--- src/oal_pkg.sv ---
`default_nettype none
// ----------------------------------------------------------------------------
// Ordered array list package
// Shared sizes, operation, status and state codes, transaction and memory structs.
// ----------------------------------------------------------------------------
package oal_pkg;

    localparam int CAPACITY   = 16;
    localparam int DATA_WIDTH = 32;
    localparam int IDX_W      = $clog2(CAPACITY);
    localparam int CNT_W      = $clog2(CAPACITY + 1);

    typedef enum logic [1:0] {
        OP_INSERT = 2'd0,
        OP_DELETE = 2'd1,
        OP_SEARCH = 2'd2,
        OP_READ   = 2'd3
    } t_op;

    typedef enum logic [1:0] {
        ST_OK    = 2'd0,
        ST_FULL  = 2'd1,
        ST_EMPTY = 2'd2
    } t_status;

    typedef enum logic [2:0] {
        S_IDLE,
        S_SHIFT_UP,
        S_PLACE,
        S_SHIFT_DN,
        S_SEARCH,
        S_READ
    } t_state;

    typedef struct packed {
        t_op         operation;
        logic [31:0] item_value;
        logic [7:0]  position;
    } t_req;

    typedef struct packed {
        logic [31:0] read_value;
        logic        found;
        logic [4:0]  entry_count;
        t_status     status;
    } t_rsp;

    typedef struct packed {
        logic                  we;
        logic [IDX_W-1:0]      waddr;
        logic [DATA_WIDTH-1:0] wdata;
        logic [IDX_W-1:0]      raddr;
    } t_ram_req;

endpackage
`default_nettype wire

--- src/ordered_array_list.sv ---
`default_nettype none
// ----------------------------------------------------------------------------
// Ordered array list
// A fixed-capacity ordered list of words held in a synchronous memory.
// ----------------------------------------------------------------------------
// A transaction is taken when start is high and busy is low. It carries an
// operation (insert, delete, search or read), a word and a position. Exactly
// one result follows: o_done is high for one cycle with o_rsp valid, and the
// receiver must take it then, since it cannot stall the block.
// The result appears in the first cycle in which busy is low again, so a new
// transaction may be started in that same cycle. With n entries, the position
// is clamped to n for an insert and to n - 1 for a delete or read. An insert
// into a full list, or a delete, search or read on an empty list, is answered
// without the block going busy. Insert, delete and search walk the memory one
// entry per cycle through its single read port and single write port.
// Reset empties the list at once; the entries themselves are not cleared.
// ----------------------------------------------------------------------------
module ordered_array_list (
    input  wire logic            i_clk,
    input  wire logic            i_rst_n,
    input  wire logic            start,
    input  wire oal_pkg::t_req   i_req,
    output logic                 busy,
    output logic                 o_done,
    output oal_pkg::t_rsp        o_rsp
);
    import oal_pkg::*;

    t_state                r_state, n_state;
    logic [CNT_W-1:0]      r_count, n_count;
    logic [CNT_W-1:0]      r_cur, n_cur;
    logic [CNT_W-1:0]      r_pos, n_pos;
    logic [CNT_W-1:0]      r_wa, n_wa;
    logic                  r_pend, n_pend;
    logic                  r_found, n_found;
    logic [DATA_WIDTH-1:0] r_word, n_word;
    logic                  r_done, n_done;
    t_rsp                  r_rsp, n_rsp;

    t_ram_req              ram_req;
    logic [DATA_WIDTH-1:0] ram_rdata;

    logic                  accept;
    logic                  is_full;
    logic                  is_empty;
    logic [CNT_W-1:0]      pos_ins;
    logic [CNT_W-1:0]      pos_last;
    logic [CNT_W-1:0]      pos_rd;
    logic [CNT_W-1:0]      cur_dec;
    logic [CNT_W-1:0]      cur_inc;
    logic                  hit;

    function automatic t_rsp make_rsp(input logic [DATA_WIDTH-1:0] value,
                                      input logic fnd,
                                      input logic [CNT_W-1:0] cnt,
                                      input t_status st);
        t_rsp rsp;
        rsp.read_value  = 32'(value);
        rsp.found       = fnd;
        rsp.entry_count = 5'(cnt);
        rsp.status      = st;
        return rsp;
    endfunction

    oal_ram u_ram (
        .i_clk   (i_clk),
        .i_ram   (ram_req),
        .o_rdata (ram_rdata)
    );

    assign busy     = (r_state != S_IDLE);
    assign accept   = start && !busy;
    assign is_full  = (r_count == CNT_W'(CAPACITY));
    assign is_empty = (r_count == '0);
    assign pos_ins  = (32'(i_req.position) > 32'(r_count)) ? r_count
                                                           : CNT_W'(i_req.position);
    assign pos_last = r_count - 1'b1;
    assign pos_rd   = (32'(i_req.position) > 32'(pos_last)) ? pos_last
                                                            : CNT_W'(i_req.position);
    assign cur_dec  = r_cur - 1'b1;
    assign cur_inc  = r_cur + 1'b1;
    assign hit      = r_pend && (ram_rdata == r_word);

    always_comb begin
        n_state = r_state;
        case (r_state)
            S_IDLE: begin
                if (accept) begin
                    case (i_req.operation)
                        OP_INSERT: if (!is_full)  n_state = S_SHIFT_UP;
                        OP_DELETE: if (!is_empty) n_state = S_SHIFT_DN;
                        OP_SEARCH: if (!is_empty) n_state = S_SEARCH;
                        OP_READ:   if (!is_empty) n_state = S_READ;
                        default:   n_state = S_IDLE;
                    endcase
                end
            end
            S_SHIFT_UP: begin
                if (r_cur <= r_pos) n_state = S_PLACE;
            end
            S_PLACE:    n_state = S_IDLE;
            S_SHIFT_DN: begin
                if (cur_inc >= r_count) n_state = S_IDLE;
            end
            S_SEARCH: begin
                if (r_cur >= r_count) n_state = S_IDLE;
            end
            S_READ:     n_state = S_IDLE;
            default:    n_state = S_IDLE;
        endcase
    end

    always_comb begin
        n_count = r_count;
        n_cur   = r_cur;
        n_pos   = r_pos;
        n_wa    = r_wa;
        n_pend  = 1'b0;
        n_found = r_found;
        n_word  = r_word;
        n_done  = 1'b0;
        n_rsp   = r_rsp;

        ram_req.we    = 1'b0;
        ram_req.waddr = r_wa[IDX_W-1:0];
        ram_req.wdata = ram_rdata;
        ram_req.raddr = pos_rd[IDX_W-1:0];

        case (r_state)
            S_IDLE: begin
                if (accept) begin
                    n_word  = i_req.item_value[DATA_WIDTH-1:0];
                    n_found = 1'b0;
                    case (i_req.operation)
                        OP_INSERT: begin
                            if (is_full) begin
                                n_done = 1'b1;
                                n_rsp  = make_rsp('0, 1'b0, r_count, ST_FULL);
                            end else begin
                                n_pos = pos_ins;
                                n_cur = r_count;
                            end
                        end
                        OP_DELETE: begin
                            if (is_empty) begin
                                n_done = 1'b1;
                                n_rsp  = make_rsp('0, 1'b0, r_count, ST_EMPTY);
                            end else begin
                                n_pos = pos_rd;
                                n_cur = pos_rd;
                            end
                        end
                        OP_SEARCH: begin
                            if (is_empty) begin
                                n_done = 1'b1;
                                n_rsp  = make_rsp('0, 1'b0, r_count, ST_OK);
                            end else begin
                                n_cur = '0;
                            end
                        end
                        OP_READ: begin
                            if (is_empty) begin
                                n_done = 1'b1;
                                n_rsp  = make_rsp('0, 1'b0, r_count, ST_EMPTY);
                            end
                        end
                        default: n_done = 1'b0;
                    endcase
                end
            end
            S_SHIFT_UP: begin
                ram_req.we = r_pend;
                if (r_cur > r_pos) begin
                    ram_req.raddr = cur_dec[IDX_W-1:0];
                    n_pend        = 1'b1;
                    n_wa          = r_cur;
                    n_cur         = cur_dec;
                end
            end
            S_PLACE: begin
                ram_req.we    = 1'b1;
                ram_req.waddr = r_pos[IDX_W-1:0];
                ram_req.wdata = r_word;
                n_count       = r_count + 1'b1;
                n_done        = 1'b1;
                n_rsp         = make_rsp('0, 1'b0, n_count, ST_OK);
            end
            S_SHIFT_DN: begin
                ram_req.we = r_pend;
                if (cur_inc < r_count) begin
                    ram_req.raddr = cur_inc[IDX_W-1:0];
                    n_pend        = 1'b1;
                    n_wa          = r_cur;
                    n_cur         = cur_inc;
                end else begin
                    n_count = r_count - 1'b1;
                    n_done  = 1'b1;
                    n_rsp   = make_rsp('0, 1'b0, n_count, ST_OK);
                end
            end
            S_SEARCH: begin
                n_found = r_found | hit;
                if (r_cur < r_count) begin
                    ram_req.raddr = r_cur[IDX_W-1:0];
                    n_pend        = 1'b1;
                    n_cur         = cur_inc;
                end else begin
                    n_done = 1'b1;
                    n_rsp  = make_rsp('0, n_found, r_count, ST_OK);
                end
            end
            S_READ: begin
                n_done = 1'b1;
                n_rsp  = make_rsp(ram_rdata, 1'b0, r_count, ST_OK);
            end
            default: n_done = 1'b0;
        endcase
    end

    always_ff @(posedge i_clk) begin
        if (!i_rst_n) begin
            r_state <= S_IDLE;
            r_count <= '0;
            r_pend  <= 1'b0;
            r_done  <= 1'b0;
        end else begin
            r_state <= n_state;
            r_count <= n_count;
            r_pend  <= n_pend;
            r_done  <= n_done;
        end
    end

    always_ff @(posedge i_clk) begin
        r_cur   <= n_cur;
        r_pos   <= n_pos;
        r_wa    <= n_wa;
        r_found <= n_found;
        r_word  <= n_word;
        r_rsp   <= n_rsp;
    end

    assign o_done = r_done;
    assign o_rsp  = r_rsp;

endmodule
`default_nettype wire

--- src/oal_ram.sv ---
`default_nettype none
// ----------------------------------------------------------------------------
// Ordered array list entry memory
// One write port and one read port with registered read data.
// ----------------------------------------------------------------------------
module oal_ram (
    input  wire logic                          i_clk,
    input  wire oal_pkg::t_ram_req             i_ram,
    output logic [oal_pkg::DATA_WIDTH-1:0]     o_rdata
);
    import oal_pkg::*;

    logic [DATA_WIDTH-1:0] r_mem [CAPACITY];
    logic [DATA_WIDTH-1:0] r_rdata;

    always_ff @(posedge i_clk) begin
        if (i_ram.we) begin
            r_mem[i_ram.waddr] <= i_ram.wdata;
        end
        r_rdata <= r_mem[i_ram.raddr];
    end

    assign o_rdata = r_rdata;

endmodule
`default_nettype wire

--- config.mk ---
export PLATFORM = sky130hd
export DESIGN_NAME = ordered_array_list
export DESIGN_NICKNAME = d
export VERILOG_FILES = /design/src/oal_pkg.sv /design/src/ordered_array_list.sv /design/src/oal_ram.sv
export SDC_FILE = /design/constraint.sdc
export NUM_CORES = 1
export LEC_CHECK = 0
export BUFFER_PORTS_ARGS = -buffer_cell sky130_fd_sc_hd__buf_2
export CORE_ASPECT_RATIO = 1.2
export CORE_MARGIN = 5
export CORE_UTILIZATION = 50
export CTS_CLUSTER_SIZE = 16
export DETAILED_ROUTE_END_ITERATION = 10
export PLACE_DENSITY = 0.73
export RECOVER_POWER = 25
export SLEW_MARGIN = 20
export SYNTH_ARGS = -nofsm -noshare
export SYNTH_HDL_FRONTEND = slang
export SYNTH_SLANG_ARGS = --single-unit
--- constraint.sdc ---
create_clock -name i_clk -period 5.1 [get_ports i_clk]
set_input_delay 1.02 -clock i_clk [delete_from_list [all_inputs] [get_ports i_clk]]
set_output_delay 1.02 -clock i_clk [all_outputs]
set_load 0.01 [all_outputs]
==> impl_metrics.py <==
metrics = {
    "run_status": {
        "outcome": "finished, violations left",
        "violations": "capacitance limit, slew limit",
    },
    "synthesis": {
        "yosysWarnings": 0,
        "synth_nets": 1459,
        "synth-seq-cells": 641,
        "synth_cell_types": 66,
        "synth.cell_area_um2": 26000,
        "synthFlopType": "edfxtp_1",
        "syn_inst": 1379,
        "ys_async_sr_fraction": 0,
        "syn_area_per_cell_um2": 18.8,
        "synth_edf_count": 599,
        "yosysSeqAreaShare": 0.725,
    },
    "die": {
        "die_y_um": 260,
        "dieArea_um2": 56600,
        "die_x_um": 218,
        "rows": 91,
        "core-area_um2": 51500,
        "start_util": 0.505,
        "ios": 87,
    },
    "layout": {
        "n_fill_cell": 3863,
        "n_antenna_cell": 0,
        "mostFrequentLayoutCells": "edfxtp_1 (599), mux4_2 (110), nand2_1 (72)",
        "post-route-util": 0.570,
        "stdcell_count": 2255,
        "final_area_um2": 29300,
        "area_growth_pct": 13.0,
        "layout_commonest_cell": "edfxtp_1",
        "drive_above_1_share": 0.218,
        "num-nets-final": 1587,
    },
    "clock_network": {
        "cts_buffer_depth": 3,
        "postCtsSetupBuffers": 0,
        "path_clk_slew_ps": 60,
        "cts_tree": "yes",
        "ctsRootBufferMaster": "clkbuf_16",
        "cts_sinks": 641,
        "insertion_delay_ps": 640,
        "ctsHoldBuffers": 0,
        "cts_max_level": 2,
        "cts_buffers": 60,
        "ctsResizeCount": 0,
    },
    "power": {
        "p_per_area_nw_per_um2": 612,
        "static-leakage-power_nw": 9.82,
        "vdd_ir_drop_max_mv": 0.396,
    },
    "worst_setup_path": {
        "worst-setup-path-type": "reg2reg",
        "cp_top_family": "adder cells",
        "crit_slowest_cell": "mux4_1",
        "crit_chain": "inv_1 > ha_1 > ha_1 > nor2b_1 > o21ai_0 > a32oi_1 > maj3_1 > o21ai_4 > mux2i_1 > o21ai_4 > buf_12 > buf_12 > mux4_1 > a22oi_1 > nand2_1",
        "r2r_slack_ps": 570,
        "rr_startpoint": "r_count[1]",
        "r2r-end": "u_ram.o_rdata[18]",
        "crit_required_ps": 5600,
        "path_depth": 15,
        "endpoint_kind": "register",
        "reg2reg_depth": 15,
        "cp.arrival_ps": 5040,
        "critical_path.endpoint": "u_ram.o_rdata[18]",
        "worstPathMaxFanout": 34,
        "worst-path-buf-inv": 3,
        "cpPeakStageDelay_ps": 600,
        "critPathLaunchType": "register",
        "crit_start": "r_count[1]",
    },
    "place": {
        "io_buffer_count": 86,
        "dp_hpwl_um": 34700,
        "place_congestion": 0.919,
        "dpl.cell_count": 2142,
        "place_area_um2": 27500,
    },
    "sta": {
        "fmax_mhz": 221,
        "slew_headroom": -0.426,
        "fin_crit_ps": 4530,
        "hold_viol": 0,
        "skew_ps": 36.0,
        "setup_violations": 0,
        "finalMaxSlewViolations": 86,
        "rsz0062_at_grt": "false",
        "tns_ps": 0,
        "whs_ps": 557,
        "timing.final.crit_share": 0.889,
        "tightestPinTransition_ps": 2140,
    },
    "global_routing": {
        "grt_max_degree": 39,
        "antenna_found_initial": 0,
        "grt_pass1_vias": 13700,
        "gr-total-overflow": 0,
        "grt_pass1_wl_um": 88900,
        "grt_usage": 0.210,
    },
    "detailed_routing": {
        "antenna_left": 0,
        "vias_per_cell": 5.94,
        "vias": 13400,
        "initialDrtViolationCount": 1317,
        "drc": 0,
        "finalWirelength_um": 59000,
        "dr.pass1.iters": 5,
        "wl_per_cell_um": 26.2,
    },
    "worst_hold_path": {
        "hold_depth": 1,
        "hp-class": "in2reg",
    },
    "job": {
        "cap_violations": 3,
    },
}
==> flip-flops by register name (all words and copies together) (netlist names) <==
name	count
o_done	1
r_found	1
u_ram.o_rdata	32
r_state	3
r_pos	5
r_count	5
o_rsp	40
r_pend	1
u_ram.r_mem	512
r_cur	5
r_word	32
r_wa	4
==> worst min-delay path by stage <==
stage	start	end	slack, ps
3_3_place_gp	r_found	r_found	540
5_1_grt	i_req[20]	r_word[12]	520
4_1_cts	i_req[20]	r_word[12]	520
2_1_floorplan	r_cur[3]	r_wa[3]	480
3_5_place_dp	r_found	r_found	560
6_report	i_req[20]	r_word[12]	560
==> final cells by class <==
cell class                      count  area, um2  share of cell area
Multi-Input combinational cell    645       6740               0.230
Clock inverter                     36        345              0.0118
Inverter                           29        109             0.00371
Clock buffer                       77       1610              0.0547
Timing Repair Buffer              130        843              0.0287
Sequential cell                   641      18800               0.642
Tap cell                          697        872              0.0297
==> routing by layer <==
layer | share of wire | vias up | global-route usage
met5 | 0 | - | 0
met4 | 0.022 | 0 | 0.0525
met3 | 0.064 | 85 | 0.0363
met2 | 0.51 | 496 | 0.363
met1 | 0.40 | 6967 | 0.281
li1 | - | 5837 | -
==> through the flow <==
| step | setup slack, ps | power, mW |
|---|---|---|
| after floorplan | 908 | 12.0 |
| after global placement | 664 | 13.6 |
| after detailed placement | 589 | 13.8 |
| after CTS | 611 | 18.2 |
| after global routing | 281 | 18.9 |
| final | 567 | 18.0 |
==> Yosys cell counts, drive strengths merged (4+ instances only) <==
master / n / area (um2)
and2: 38 / 238
a21o: 5 / 37.5
nor2b: 6 / 37.5
mux4: 128 / 2950
nand2b: 5 / 31.3
nand4: 9 / 56.3
xor2: 8 / 70.1
edfxtp: 599 / 18000
nor2: 47 / 176
mux2i: 5 / 50.1
o211a: 4 / 40.0
ha: 35 / 438
inv: 29 / 109
nor4: 4 / 25.0
clkbuf: 20 / 82.6
nand3: 12 / 60.1
o21a: 5 / 37.5
mux2: 36 / 405
nand2: 73 / 274
a21oi: 19 / 98.9
o22ai: 9 / 56.3
a31oi: 10 / 62.6
nor3: 7 / 46.3
buf: 44 / 394
and3: 8 / 50.1
a22oi: 65 / 488
o21ai: 26 / 145
dfxtp: 42 / 841
xnor2: 44 / 385
==> kinds of logic after synthesis <==
family                   share of synthesized area
multiplexers                                 0.131
AO/OA/AOI/OAI                               0.0454
adder cells (fa/ha/maj)                     0.0173
AND/OR/NAND/NOR                             0.0414
XOR/XNOR                                    0.0175
flip-flops                                   0.725
buffers and inverters                       0.0225
==> power breakdown <==
part           switching (mW)  internal [mW]  total [mW]
Clock                    1.90           2.49        4.39
Sequential              0.344           7.06        7.41
Combinational            3.61           2.56        6.16
Power figures use the tool's default switching activity.
